**config.mk**
```make
export PLATFORM = sky130hd
export DESIGN_NAME = temperature_settle_detector_unit
export DESIGN_NICKNAME = d
export VERILOG_FILES = /design/src/hdl/tsd_pkg.sv /design/src/hdl/tsd_window.sv /design/src/hdl/tsd_sequencer.sv /design/src/hdl/temperature_settle_detector_unit.sv
export SDC_FILE = /design/constraint.sdc
export NUM_CORES = 1
export LEC_CHECK = 0
export BUFFER_PORTS_ARGS = -buffer_cell sky130_fd_sc_hd__buf_4
export CAP_MARGIN = 10
export CELL_PAD_IN_SITES_DETAIL_PLACEMENT = 0
export CELL_PAD_IN_SITES_GLOBAL_PLACEMENT = 1
export CORE_UTILIZATION = 47
export DETAILED_ROUTE_END_ITERATION = 16
export PLACE_DENSITY_LB_ADDON = 0.08
export SLEW_MARGIN = 30
export SYNTH_ARGS = -nofsm -noshare
export SYNTH_HDL_FRONTEND = slang
export SYNTH_HIERARCHICAL = 1
export SYNTH_SLANG_ARGS = --single-unit
```
**constraint.sdc**
```tcl
create_clock -name clock -period 6.8 [get_ports clock]
set_clock_uncertainty 0.05 [all_clocks]
set_input_delay 0.34 -clock clock [delete_from_list [all_inputs] [get_ports clock]]
set_output_delay 0.34 -clock clock [all_outputs]
set_load 0.03 [all_outputs]
```
**src/hdl/tsd_pkg.sv**
```systemverilog
`default_nettype none
// ---------------------------------------------------------------------------
// tsd_pkg: shared types and constants of the temperature settle detector
// Item layouts, event and phase codes, register indexes and the streak limit.
// ---------------------------------------------------------------------------
package tsd_pkg;

   // Number of consecutive in-window temperatures needed to leave wait.
   localparam int HISTORY_DEPTH = 128;
   localparam int STREAK_W      = $clog2(HISTORY_DEPTH + 1);
   localparam logic [STREAK_W-1:0] STREAK_FULL = STREAK_W'(HISTORY_DEPTH);

   localparam int TEMP_W  = 20;
   localparam int HALF_W  = 16;
   localparam int TIME_W  = 32;
   localparam int CSR_W   = 32;
   localparam int CSR_IDX_W = 3;

   // Reset value of the window half width: 0.25 K in 1/256 K units.
   localparam logic [HALF_W-1:0] WINDOW_RESET = HALF_W'(64);

   // Event codes.
   localparam logic [1:0] FUNC_SAMPLE = 2'd0;
   localparam logic [1:0] FUNC_START  = 2'd1;
   localparam logic [1:0] FUNC_STOP   = 2'd2;

   // Phase codes as reported in a result item.
   localparam logic [1:0] PHASE_RAMP = 2'd0;
   localparam logic [1:0] PHASE_WAIT = 2'd1;
   localparam logic [1:0] PHASE_TEST = 2'd2;
   localparam logic [1:0] PHASE_IDLE = 2'd3;

   // Register indexes.
   localparam logic [CSR_IDX_W-1:0] CSR_TARGET_SETPOINT   = 3'd0;
   localparam logic [CSR_IDX_W-1:0] CSR_WINDOW_HALF_WIDTH = 3'd1;
   localparam logic [CSR_IDX_W-1:0] CSR_RAMP_ENABLED      = 3'd2;
   localparam logic [CSR_IDX_W-1:0] CSR_RAMP_TIME_MS      = 3'd3;
   localparam logic [CSR_IDX_W-1:0] CSR_SETTLE_TIME_MS    = 3'd4;

   typedef enum logic [3:0] {
      ST_RAMP = 4'b0001,
      ST_WAIT = 4'b0010,
      ST_TEST = 4'b0100,
      ST_IDLE = 4'b1000
   } seq_state_type;

   typedef struct packed {
      logic [1:0]        func;
      logic [TEMP_W-1:0] temperature;
      logic [TEMP_W-1:0] current_setpoint;
      logic [TIME_W-1:0] elapsed_ms;
      logic              ramp_done;
   } req_item_type;

   typedef struct packed {
      logic [1:0] phase;
      logic       settled;
      logic       stopped;
   } rsp_item_type;

   typedef struct packed {
      logic [TEMP_W-1:0] target_setpoint;
      logic [HALF_W-1:0] window_half_width;
      logic              ramp_enabled;
      logic [TIME_W-1:0] ramp_time_ms;
      logic [TIME_W-1:0] settle_time_ms;
   } cfg_type;

   function automatic logic [1:0] phase_code(input seq_state_type st);
      logic [1:0] code;
      unique case (st)
         ST_RAMP: code = PHASE_RAMP;
         ST_WAIT: code = PHASE_WAIT;
         ST_TEST: code = PHASE_TEST;
         default: code = PHASE_IDLE;
      endcase
      return code;
   endfunction

endpackage
`default_nettype wire

```
**src/hdl/tsd_window.sv**
```systemverilog
`default_nettype none
// ---------------------------------------------------------------------------
// tsd_window: window compare
// Flags a temperature whose distance from a center is at most the half width.
// ---------------------------------------------------------------------------
module tsd_window (
   input  wire logic [tsd_pkg::TEMP_W-1:0] value,
   input  wire logic [tsd_pkg::TEMP_W-1:0] center,
   input  wire logic [tsd_pkg::HALF_W-1:0] half_width,
   output logic                            hit
);
   import tsd_pkg::*;

   logic [TEMP_W-1:0] distance;

   assign distance = (value >= center) ? (value - center) : (center - value);
   assign hit      = (distance <= TEMP_W'(half_width));

endmodule
`default_nettype wire

```
**src/hdl/tsd_sequencer.sv**
```systemverilog
`default_nettype none
// ---------------------------------------------------------------------------
// tsd_sequencer: ramp, wait and test phase sequencer
// Holds the phase, the in-window streak and the test start time, and forms
// the result of each accepted item in the same cycle.
// ---------------------------------------------------------------------------
module tsd_sequencer (
   input  wire logic                  clock,
   input  wire logic                  reset,
   input  wire logic                  accept,
   input  wire tsd_pkg::req_item_type item,
   input  wire tsd_pkg::cfg_type      cfg,
   output tsd_pkg::rsp_item_type      result
);
   import tsd_pkg::*;

   seq_state_type       phase_ff, phase_in;
   logic [STREAK_W-1:0] streak_ff, streak_in;
   logic [TIME_W-1:0]   test_start_ff, test_start_in;

   logic                target_hit;
   logic                setpoint_hit;
   logic [STREAK_W-1:0] streak_counted;
   logic [TIME_W-1:0]   time_in_test;
   logic                settled;
   logic                stopped;

   tsd_window u_target_window (
      .value      (item.temperature),
      .center     (cfg.target_setpoint),
      .half_width (cfg.window_half_width),
      .hit        (target_hit)
   );

   tsd_window u_setpoint_window (
      .value      (item.temperature),
      .center     (item.current_setpoint),
      .half_width (cfg.window_half_width),
      .hit        (setpoint_hit)
   );

   assign time_in_test = item.elapsed_ms - test_start_ff;

   always_comb begin
      if (!target_hit) begin
         streak_counted = '0;
      end else if (streak_ff < STREAK_FULL) begin
         streak_counted = streak_ff + STREAK_W'(1);
      end else begin
         streak_counted = streak_ff;
      end
   end

   always_comb begin
      phase_in      = phase_ff;
      streak_in     = streak_ff;
      test_start_in = test_start_ff;
      settled       = 1'b0;
      stopped       = 1'b0;
      if (accept) begin
         unique case (item.func)
            FUNC_START: begin
               // The temperature at start counts as the first of a new streak.
               streak_in = target_hit ? STREAK_W'(1) : '0;
               phase_in  = cfg.ramp_enabled ? ST_RAMP : ST_WAIT;
            end
            FUNC_STOP: begin
               if (phase_ff != ST_IDLE) begin
                  phase_in = ST_IDLE;
                  stopped  = 1'b1;
               end
            end
            FUNC_SAMPLE: begin
               if (phase_ff != ST_IDLE) begin
                  streak_in = streak_counted;
                  unique case (phase_ff)
                     ST_RAMP: begin
                        if ((item.elapsed_ms > cfg.ramp_time_ms) && item.ramp_done) begin
                           phase_in = ST_WAIT;
                        end
                     end
                     ST_WAIT: begin
                        if (streak_counted >= STREAK_FULL) begin
                           test_start_in = item.elapsed_ms;
                           phase_in      = ST_TEST;
                        end
                     end
                     ST_TEST: begin
                        if (!setpoint_hit) begin
                           phase_in = ST_WAIT;
                        end else if (time_in_test >= cfg.settle_time_ms) begin
                           phase_in = ST_IDLE;
                           settled  = 1'b1;
                        end
                     end
                     default: begin
                     end
                  endcase
               end
            end
            default: begin
            end
         endcase
      end
   end

   assign result.phase   = phase_code(phase_in);
   assign result.settled = settled;
   assign result.stopped = stopped;

   always_ff @(posedge clock) begin
      if (reset) begin
         phase_ff      <= ST_IDLE;
         streak_ff     <= '0;
         test_start_ff <= '0;
      end else begin
         phase_ff      <= phase_in;
         streak_ff     <= streak_in;
         test_start_ff <= test_start_in;
      end
   end

`ifndef SYNTHESIS
   a_streak_bounded: assert property (@(posedge clock) disable iff (reset)
      streak_ff <= STREAK_FULL)
      else $error("in-window streak ran past its limit");

   a_stop_goes_idle: assert property (@(posedge clock) disable iff (reset)
      (accept && (item.func == FUNC_STOP)) |=> (phase_ff == ST_IDLE))
      else $error("stop event did not leave the sequencer idle");

   a_start_runs: assert property (@(posedge clock) disable iff (reset)
      (accept && (item.func == FUNC_START))
         |=> ((phase_ff == ST_RAMP) || (phase_ff == ST_WAIT)))
      else $error("start event did not begin a run");
`endif

endmodule
`default_nettype wire

```
**src/hdl/temperature_settle_detector_unit.sv**
```systemverilog
`default_nettype none
// ---------------------------------------------------------------------------
// temperature_settle_detector_unit: settle detector for a controlled temperature
// Register file, phase sequencer and registered result channel.
// ---------------------------------------------------------------------------
// Each request item is an event (sample, start run or stop run) and produces
// exactly one response item carrying the phase after that event and the
// settled and stopped pulses. The block takes one item per cycle: the whole
// decision for an item is made in one pass of window compares, a streak
// counter and a 32-bit time compare, between the sequencer state registers
// and the response register, so a valid response appears in the cycle after
// acceptance. The response register alone decouples the two
// channels; req_stall is raised only while a response is waiting and the
// response side stalls, and while reset is held. Registers are written
// through the csr_ port and should be changed only while no run is expected
// to react to them; writes to indexes beyond the register list are ignored.
// ---------------------------------------------------------------------------
module temperature_settle_detector_unit (
   input  wire logic                            clock,
   input  wire logic                            reset,

   input  wire logic                            req_valid,
   output logic                                 req_stall,
   input  wire tsd_pkg::req_item_type           req_item,

   output logic                                 rsp_valid,
   input  wire logic                            rsp_stall,
   output tsd_pkg::rsp_item_type                rsp_item,

   input  wire logic                            csr_write_enable,
   input  wire logic [tsd_pkg::CSR_IDX_W-1:0]   csr_index,
   input  wire logic [tsd_pkg::CSR_W-1:0]       csr_write_data
);
   import tsd_pkg::*;

   cfg_type      cfg_ff;
   logic         rsp_valid_ff, rsp_valid_in;
   rsp_item_type rsp_item_ff;
   rsp_item_type result;
   logic         req_accept;

   // Configuration registers. Each write takes the low bits of the data word.
   always_ff @(posedge clock) begin
      if (reset) begin
         cfg_ff.target_setpoint   <= '0;
         cfg_ff.window_half_width <= WINDOW_RESET;
         cfg_ff.ramp_enabled      <= 1'b0;
         cfg_ff.ramp_time_ms      <= '0;
         cfg_ff.settle_time_ms    <= '0;
      end else if (csr_write_enable) begin
         unique case (csr_index)
            CSR_TARGET_SETPOINT:   cfg_ff.target_setpoint   <= csr_write_data[TEMP_W-1:0];
            CSR_WINDOW_HALF_WIDTH: cfg_ff.window_half_width <= csr_write_data[HALF_W-1:0];
            CSR_RAMP_ENABLED:      cfg_ff.ramp_enabled      <= csr_write_data[0];
            CSR_RAMP_TIME_MS:      cfg_ff.ramp_time_ms      <= csr_write_data[TIME_W-1:0];
            CSR_SETTLE_TIME_MS:    cfg_ff.settle_time_ms    <= csr_write_data[TIME_W-1:0];
            default: begin
            end
         endcase
      end
   end

   // A new item is taken whenever the response register is free or drains now.
   assign req_stall  = reset || (rsp_valid_ff && rsp_stall);
   assign req_accept = req_valid && !req_stall;

   tsd_sequencer u_sequencer (
      .clock  (clock),
      .reset  (reset),
      .accept (req_accept),
      .item   (req_item),
      .cfg    (cfg_ff),
      .result (result)
   );

   always_comb begin
      if (req_accept) begin
         rsp_valid_in = 1'b1;
      end else if (!rsp_stall) begin
         rsp_valid_in = 1'b0;
      end else begin
         rsp_valid_in = rsp_valid_ff;
      end
   end

   always_ff @(posedge clock) begin
      if (reset) begin
         rsp_valid_ff <= 1'b0;
      end else begin
         rsp_valid_ff <= rsp_valid_in;
      end
   end

   // The payload register needs no reset; it is loaded with every accepted item.
   always_ff @(posedge clock) begin
      if (req_accept) begin
         rsp_item_ff <= result;
      end
   end

   assign rsp_valid = rsp_valid_ff;
   assign rsp_item  = rsp_item_ff;

`ifndef SYNTHESIS
   a_accept_gives_response: assert property (@(posedge clock) disable iff (reset)
      req_accept |=> rsp_valid)
      else $error("accepted item did not produce a response");

   a_single_pulse: assert property (@(posedge clock) disable iff (reset)
      rsp_valid |-> !(rsp_item.settled && rsp_item.stopped))
      else $error("settled and stopped raised together");

   a_pulse_means_idle: assert property (@(posedge clock) disable iff (reset)
      (rsp_valid && (rsp_item.settled || rsp_item.stopped)) |-> (rsp_item.phase == PHASE_IDLE))
      else $error("run ended without reporting idle");
`endif

endmodule
`default_nettype wire

```
==> out/results.ini, run 1 <==
[status]
outcome = finished, final reports clean

[yosys]
synthAdderAreaFrac_pct = 18.2
synthDistinctLibCells = 105
synth_top_area_share_pct = 19.9
synth_top_flop_cell = dfxtp_1
synth_top_family_by_area = simple AND/OR/NAND/NOR gates
synth_edf_count = 4
yosys-top-cells-count = inv_1, ha_1, a21oi_1
synth_compound_gate_area_share_pct = 19.6
async_reset_ff_share_pct = 0
syn-cell-area_sq_um = 14700
synth_most_common_cell = inv_1
synth.net_count = 2174
synthSimpleGateAreaFrac_pct = 20.4
netlist_instances = 1848
ys_warn_count = 6
synthTopCellsByArea = dfxtp_1, ha_1, mux2i_1
ys_ff_latch = 150
synth_top_area_cell = dfxtp_1
ys_seq_area_share_pct = 20.7
synth_mux_area_share_pct = 8.24
synthXorXnorAreaFrac_pct = 3.87
syn_avg_cell_area_sq_um = 7.96

[clocking]
clock_latency_ps = 440
root_buffer = clkbuf_16
numCtsBuffers = 17
cts_resized = 0
cts_tree = done
clk_path_buf_depth = 2
cts_setup_buffers = 0
holdBufCountCts = 0
cts.sinks = 150
cts.clk_slew.worst_paths_ps = 70
htree_levels = 4

[routing]
antenna_left = 0
drt-total-wl_um = 39800
drt-vias-per-instance = 5.58
first_pass_iters = 6
drt-wirelength-per-cell_um = 17.1
drt_iter0_markers = 825
post-route-drc-count = 0
vias = 13000

[worst_hold_path]
min_from = req_valid
min_path_type = input pin to register
min_path_cells = 3
holdPathEnd = rsp_valid

[sta]
setup_slack_ps = 640
hold_violations = 0
relSlewSlack_pct = 42.6
rsz0062_at_grt = no
tightest_slew_ps = 861
fmax_mhz = 162
min_period_ps = 6160
fin_setup_tns_ps = 0
setup_violations = 0
finalCritPeriodShare_pct = 90.6
drv_slew = 0

[setup_path]
cp.arrival_ps = 6300
worstReg2RegEnd = rsp_item[3]
crit_required_ps = 6940
end_kind = register
r2r_start = cfg_ff[81]
r2r_cells = 28
crit_slowest_cell = nor3_2
crit_path_start = cfg_ff[81]
worstPathMaxFanout = 9
start_kind = register
worstSetupPathType = register to register
reg2reg_slack_ps = 640
max_stage_delay_ps = 480

[global_route]
gr-total-overflow = 0
antenna_found_initial = 0
grt_start_max_net_pins = 108
grt_pass1_vias = 12300
grt_pass1_wl_um = 65100
track_usage_pct = 25.7

[layout]
multi_input_area_sq_um = 10400
n_antenna_cell = 0
syn2layout_area_growth_pct = 11.8
fillers = 2994
drive_above_1_share_pct = 11.6
nets = 2247
seq_area_sq_um = 3040

[placement]
place_hpwl_um = 31700
io_buffers = 120
place.gp.congestion = 0.962
dp_slack_ps = 226

[die]
ioPinCount = 121
die_h_um = 179
fp.dieArea_sq_um = 32000
start_util_pct = 48.0
rows = 64
die_w_um = 179
core_area_sq_um = 30700

[pwr]
peakVddDrop_uv = 188
power.density_nw_per_um2 = 171
leakagePower_nw = 7.11
power.total_mw = 2.81

[flow_run]
maxCapViolations = 0

==> where the power goes <==
part	internal (mW)	total [mW]	switching [mW]
Clock	0.624	1.04	0.421
Sequential	0.897	0.911	0.0136
Combinational	0.376	0.855	0.479
==> routing by layer <==
layer,up-vias,track usage (%),wire length [um]
li1,6566,-,-
met1,6092,35.7,19300
met2,304,42.2,18200
met3,45,2.93,1580
met4,0,6.25,665
met5,-,0,0
==> flip-flops by register name, summed over array words and instances, names as in the netlist <==
signal / flops
u_sequencer/phase_ff: 4
rsp_valid: 1
cfg_ff: 101
rsp_item: 4
u_sequencer/streak_ff: 8
u_sequencer/test_start_ff: 32
==> worst max-delay path by stage <==
stage / endpoint / cells past startpoint / slack [ps]
2_1_floorplan: rsp_item[3] / 31 / 1110
5_1_grt: rsp_item[3] / 28 / 140
4_1_cts: rsp_item[3] / 26 / 600
6_report: rsp_item[3] / 28 / 640
3_5_place_dp: rsp_item[3] / 31 / 230
3_3_place_gp: rsp_item[3] / 31 / 360
==> per-stage QoR <==
step | util [%] | area [sq um] | std cells | hold WS [ps]
finish | 53.6 | 16400 | 2330 | 71.0
global route | 53.6 | 16400 | 2330 | 96.4
CTS | 53.6 | 16400 | 2330 | 53.8
detailed placement | 51.5 | 15800 | 2298 | 397
global placement | 51.5 | 15800 | 2298 | 392
floorplan | - | 14700 | 1848 | 386
==> worst max-delay path: cells and delay by family (launching register included) <==
family          cells  cell delay, ps
fa+ha+maj           3             840
buf+inv             3             530
flops               1             350
simple gates        9            1500
mux                 1             130
xor+xnor            2             330
compound gates     10            2150
==> area by class of cell <==
class | instances | share of cell area [%]
clock inverter | 15 | 1.30
tap | 396 | 3.01
multi-input combinational | 1387 | 63.1
clock buffer | 17 | 2.59
sequential | 150 | 18.5
inverter | 229 | 5.23
timing repair buffer | 136 | 6.28
==> cell families after synthesis <==
kind of cell | count (synthesis)
buffers and inverters | 311
AOI/OAI and AO/OA | 441
muxes | 120
xor gates and xnor gates | 65
DFF | 150
and+or+nand+nor | 550
adders and majority gates | 211
==> placed cells by master (no fill, tap or decap), types with 6 or more instances in the layout <==
master     instances
o31ai_1            7
mux2i_1          114
nand2b_1         146
a211oi_1          19
dfxtp_1          146
a31oi_1           11
o21ai_0           68
a221oi_1           7
nor3_1            21
nor2_1            79
a21oi_1          158
inv_1            229
o211ai_1          13
nand2_1          138
xnor2_1           35
nand3_1           33
xor2_1            30
o21a_1            21
clkbuf_16         17
o21bai_1          10
or3_1              7
and2_1            11
a21o_1            46
nand4_1           29
and4_1            11
and3_1             8
buf_4            135
ha_1             206
or2_2              6
nor2b_1           15
No activity file was read; power rests on OpenSTA's default activity.
==> run 2, diff against run 1 <==
- CORE_MARGIN: default -> 10
==> out/results.ini, run 2 (synthesized netlist as in run 1, its figures left out) <==
[placement]
io_buffers = 120
place_hpwl_um = 33900
placed_cell_area_sq_um = 15800
place.gp.congestion = 0.902
dp_cells = 2303

[pwr]
internal-power_mw = 1.77
pwr-share-seq_pct = 33.6
leakagePower_nw = 7.11
pwr-share-comb_pct = 31.9
peakVddDrop_uv = 194
clock_power_share_pct = 34.5
switching_share_pct = 34.6
power.density_nw_per_um2 = 165
p_sw_mw = 0.938

[clocking]
cts.sinks = 150
cts.clk_slew.worst_paths_ps = 60
numCtsBuffers = 17
holdBufCountCts = 0
htree_levels = 4
cts_resized = 0
root_buffer = clkbuf_16
cts_tree = done
clk_path_buf_depth = 2
clock_latency_ps = 440
cts_setup_buffers = 0

[setup_path]
end_kind = register
start_kind = input pin
crit_required_ps = 6940
crit_slowest_cell = nor2_2
cp.arrival_ps = 6240
worstSetupPathType = input pin to register
reg2reg_slack_ps = 820
worstPathMaxFanout = 11
max_stage_delay_ps = 450

[worst_hold_path]
min_path_type = input pin to register

[global_route]
antenna_found_initial = 0
grt_start_max_net_pins = 98
grt_pass1_vias = 12700
gr-total-overflow = 0
grt_pass1_wl_um = 68300
track_usage_pct = 21.7

[sta]
fmax_mhz = 164
relSlewSlack_pct = 38.8
setup_violations = 0
rsz0062_at_grt = no
hold_violations = 0
drv_slew = 0
finalCritPeriodShare_pct = 89.7
fin_setup_tns_ps = 0
tightest_slew_ps = 914
min_period_ps = 6100

[die]
start_util_pct = 47.9
die_w_um = 197
core_area_sq_um = 30700
rows = 64
fp.dieArea_sq_um = 38800
ioPinCount = 121
die_h_um = 197

[layout]
n_antenna_cell = 0
syn2layout_area_growth_pct = 11.5
largest_reg_flops = 101
reg.largest.list = cfg_ff: 101 flops, u_sequencer/test_start_ff: 32 flops, u_sequencer/streak_ff: 8 flops
regMostFlops = cfg_ff
drive_above_1_share_pct = 11.8
final_common_cell = inv_1
final_cells = 2335
final_cell_mix = inv_1, ha_1, a21oi_1, nand2b_1, dfxtp_1
fillers = 3025
final_area_sq_um = 16400
nets = 2252

[routing]
drt-vias-per-instance = 5.52
vias = 12900
drt-wirelength-per-cell_um = 18.1
post-route-drc-count = 0
drt-total-wl_um = 42200
first_pass_iters = 5
drt_iter0_markers = 760
antenna_left = 0

[flow_run]
maxCapViolations = 0

[status]
outcome = finished, final reports clean

==> run 2: area by class of cell <==
cell class              instances  area [sq um]  area share, %
well taps                     396           495           3.02
repair buffers                141          1070           6.53
clock buffers                  18           439           2.68
flip-flops and latches        150          3040           18.5
multi-input cells            1387         10400           63.2
clock inverters                14           134          0.816
inverters                     229           860           5.24
==> run 2: power by group through the flow <==
stage | clock (mW) | combinational, mW | sequential, mW
2_1_floorplan | 0 | 0.614 | 0.926
3_3_place_gp | 0 | 0.843 | 0.931
3_5_place_dp | 0 | 0.852 | 0.931
4_1_cts | 0.957 | 0.858 | 0.911
5_1_grt | 0.993 | 0.970 | 0.913
6_report | 0.935 | 0.864 | 0.911
==> run 2: layer usage <==
| layer | vias to the layer above | routed length (um) | global-route usage (%) |
|---|---|---|---|
| met5 | - | 0 | 0 |
| li1 | 6580 | - | - |
| met2 | 250 | 19100 | 34.8 |
| met4 | 0 | 847 | 5.92 |
| met3 | 35 | 1940 | 4.19 |
| met1 | 6028 | 20300 | 29.2 |
==> run 2: stage by stage <==
stage | hold slack (ps) | setup slack [ps] | total power [mW] | util, %
after global placement | 391 | 366 | 1.77 | 51.5
after global routing | 58.9 | 243 | 2.87 | 53.4
after CTS | 52.3 | 752 | 2.73 | 53.4
after floorplan | 386 | 1110 | 1.54 | -
after detailed placement | 396 | 289 | 1.78 | 51.5
final | 71.1 | 702 | 2.71 | 53.4
==> run 2: final timing paths <==
path,from,endpoint,cells past startpoint
setup / recovery,req_item[53],rsp_item[3],31
hold / removal,req_valid,rsp_valid,3
setup reg to reg,cfg_ff[81],rsp_item[3],26
hold reg to reg,u_sequencer/test_start_ff[16],u_sequencer/test_start_ff[16],2
==> run 2: worst max-delay path: cells and delay by family <==
| family | cells | cell delay (ps) |
|---|---|---|
| compound gates | 11 | 2490 |
| simple gates | 10 | 1450 |
| fa+ha+maj | 3 | 850 |
| mux | 2 | 550 |
| xor+xnor | 2 | 310 |
| buf+inv | 3 | 220 |
==> run 3, diff against run 2 <==
--- a/config.mk
+++ b/config.mk
@@ -7,2 +7,3 @@
 export LEC_CHECK = 0
+export ABC_AREA = 1
 export BUFFER_PORTS_ARGS = -buffer_cell sky130_fd_sc_hd__buf_4
@@ -12,3 +13,3 @@
 export CORE_MARGIN = 10
-export CORE_UTILIZATION = 47
+export CORE_UTILIZATION = 44
 export DETAILED_ROUTE_END_ITERATION = 16
--- a/constraint.sdc
+++ b/constraint.sdc
@@ -4,2 +4,2 @@
 set_output_delay 0.34 -clock clock [all_outputs]
-set_load 0.03 [all_outputs]
+set_load 0.05 [all_outputs]
==> out/results.ini, run 3 <==
[status]
outcome = finished, final reports clean

[die]
fp.dieArea_sq_um = 43300
core_area_sq_um = 34700
die_h_um = 208
start_util_pct = 44.8
ioPinCount = 121
die_w_um = 208
rows = 68

[sta]
finalCritPeriodShare_pct = 77.3
fmax_mhz = 190
hold_violations = 0
min_period_ps = 5260
drv_slew = 0
tightest_slew_ps = 961
rsz0062_at_grt = no
setup_violations = 0
fin_setup_tns_ps = 0
relSlewSlack_pct = 35.8

[global_route]
gr-total-overflow = 0
grt_busiest_layer = met2
grt_use_met3_pct = 3.58
grt_pass1_vias = 15000
grt_start_max_net_pins = 71
grt_pass1_wl_um = 80000
track_usage_pct = 22.6
antenna_found_initial = 0
gr-usage-met1_pct = 32.8
grtUsageMet2_pct = 34.3

[setup_path]
r2r_start = cfg_ff[81]
cp.arrival_ps = 5510
reg2reg_slack_ps = 1540
crit_path_start = cfg_ff[81]
end_kind = register
crit_required_ps = 7050
start_kind = register
worstReg2RegEnd = u_sequencer/test_start_ff[9]
worstPathMaxFanout = 64
worstSetupPathType = register to register
crit_slowest_cell = fa_1
r2r_cells = 33
max_stage_delay_ps = 410
path_common_cell = nand2_1
cp-endpoint = u_sequencer/test_start_ff[9]

[clocking]
cts.clk_slew.worst_paths_ps = 60
root_buffer = clkbuf_16
htree_levels = 4
cts_tree = done
clock_latency_ps = 430
holdBufCountCts = 0
clk_path_buf_depth = 2
cts_resized = 0
cts_setup_buffers = 0
cts.sinks = 150
numCtsBuffers = 17

[routing]
antenna_left = 0
drt_iter0_markers = 1016
drt-vias-per-instance = 5.05
post-route-drc-count = 0
drt-total-wl_um = 50100
drt-wirelength-per-cell_um = 16.0
vias = 15800
first_pass_iters = 6

[yosys]
async_reset_ff_share_pct = 0
synth_top_flop_cell = dfxtp_1
synthTopCellsByArea = dfxtp_1, ha_1, nand2_1
syn-cell-area_sq_um = 15600
netlist_instances = 2564
synthDistinctLibCells = 62
yosys-top-cells-count = nand2_1, inv_1, nor2_1
synth_top_area_share_pct = 18.8
ys_seq_area_share_pct = 19.6
synth_edf_count = 4
ys_ff_latch = 150
syn_avg_cell_area_sq_um = 6.07
synth_most_common_cell = nand2_1
ys_warn_count = 6
synth_top_area_cell = dfxtp_1
synth.net_count = 2890

[layout]
regMostFlops = cfg_ff
final_common_cell = nand2_1
syn2layout_area_growth_pct = 11.5
reg.largest.list = cfg_ff: 101 flops, u_sequencer/test_start_ff: 32 flops, u_sequencer/streak_ff: 8 flops
nets = 2980
drive_above_1_share_pct = 8.52
largest_reg_flops = 101
n_antenna_cell = 0
fillers = 3749
final_cell_mix = nand2_1, inv_1, nor2_1, ha_1, a21oi_1

[placement]
place.gp.congestion = 0.925
io_buffers = 120
place_hpwl_um = 41000

[flow_run]
maxCapViolations = 0

[worst_hold_path]
min_path_type = input pin to register

[pwr]
peakVddDrop_uv = 206
power.density_nw_per_um2 = 167
leakagePower_nw = 8.69
power.total_mw = 2.90

## run 3: changes by cell type in the layout (fill, tap and decap cells not counted), sizes merged, moves of 20 or more
cell	previous run	this run
mux2i	114	0
inv	238	478
nor2	81	357
nand2	139	699
a211oi	22	2
o21ai	75	103
a21o	47	10
nand3	33	171
nand2b	146	0
## run 3: worst max-delay path, delay by kind of cell (launching register included)
kind / cells / cell delay (ps)
adders and majority gates: 3 / 910
buffers and inverters: 6 / 860
and+or+nand+nor: 20 / 2270
AOI/OAI and AO/OA: 4 / 600
DFF: 1 / 370
## run 3: logic make-up (layout without fill, tap and decap cells)
| family | count (synthesis) | count (layout) | share of synthesized area, % |
|---|---|---|---|
| xor gates and xnor gates | 54 | 54 | 3.04 |
| adders and majority gates | 211 | 211 | 17.2 |
| AOI/OAI and AO/OA | 333 | 333 | 11.9 |
| and+or+nand+nor | 1282 | 1282 | 34.4 |
| buffers and inverters | 534 | 635 | 13.8 |
| DFF | 150 | 150 | 19.6 |
## run 3: how the worst min path moves through the flow
stage	slack, ps	cells past startpoint	endpoint	from
floorplan	360	1	rsp_valid	reset
global placement	390	2	u_sequencer/test_start_ff[0]	u_sequencer/test_start_ff[0]
detailed placement	400	2	u_sequencer/test_start_ff[13]	u_sequencer/test_start_ff[13]
CTS	70	3	cfg_ff[71]	csr_write_data[6]
global route	80	3	cfg_ff[71]	csr_write_data[6]
finish	80	3	cfg_ff[71]	csr_write_data[6]
## run 3: cell type report
class	count	area, sq um	share of cell area, %
multi-input combinational	1880	10400	59.8
sequential	150	3040	17.5
inverter	478	1800	10.4
timing repair buffer	127	966	5.57
tap	455	569	3.28
clock buffer	19	464	2.68
clock inverter	11	125	0.721
## run 3: power breakdown
part	total, mW	switching, mW	internal [mW]
registers	0.924	0.0182	0.905
logic	1.02	0.648	0.368
clock network	0.959	0.391	0.568
total	2.90	1.06	1.84
## run 3: layer usage
metal  vias up  part of all wire, %
met4         0                  1.2
met3        32                  5.6
li1       8186                    -
met5         -                    0
met1      7148                   51
met2       385                   42
## run 3: per-stage QoR
stage	cell area, sq um	cells	utilization (%)	hold slack (ps)	setup slack [ps]
floorplan	15600	2564	-	359	2760
global placement	16700	3089	48.2	391	1530
detailed placement	16800	3090	48.3	401	1530
CTS	17300	3120	50.0	67.0	1690
global route	17300	3120	50.0	84.2	1130
finish	17300	3120	50.0	82.4	1540
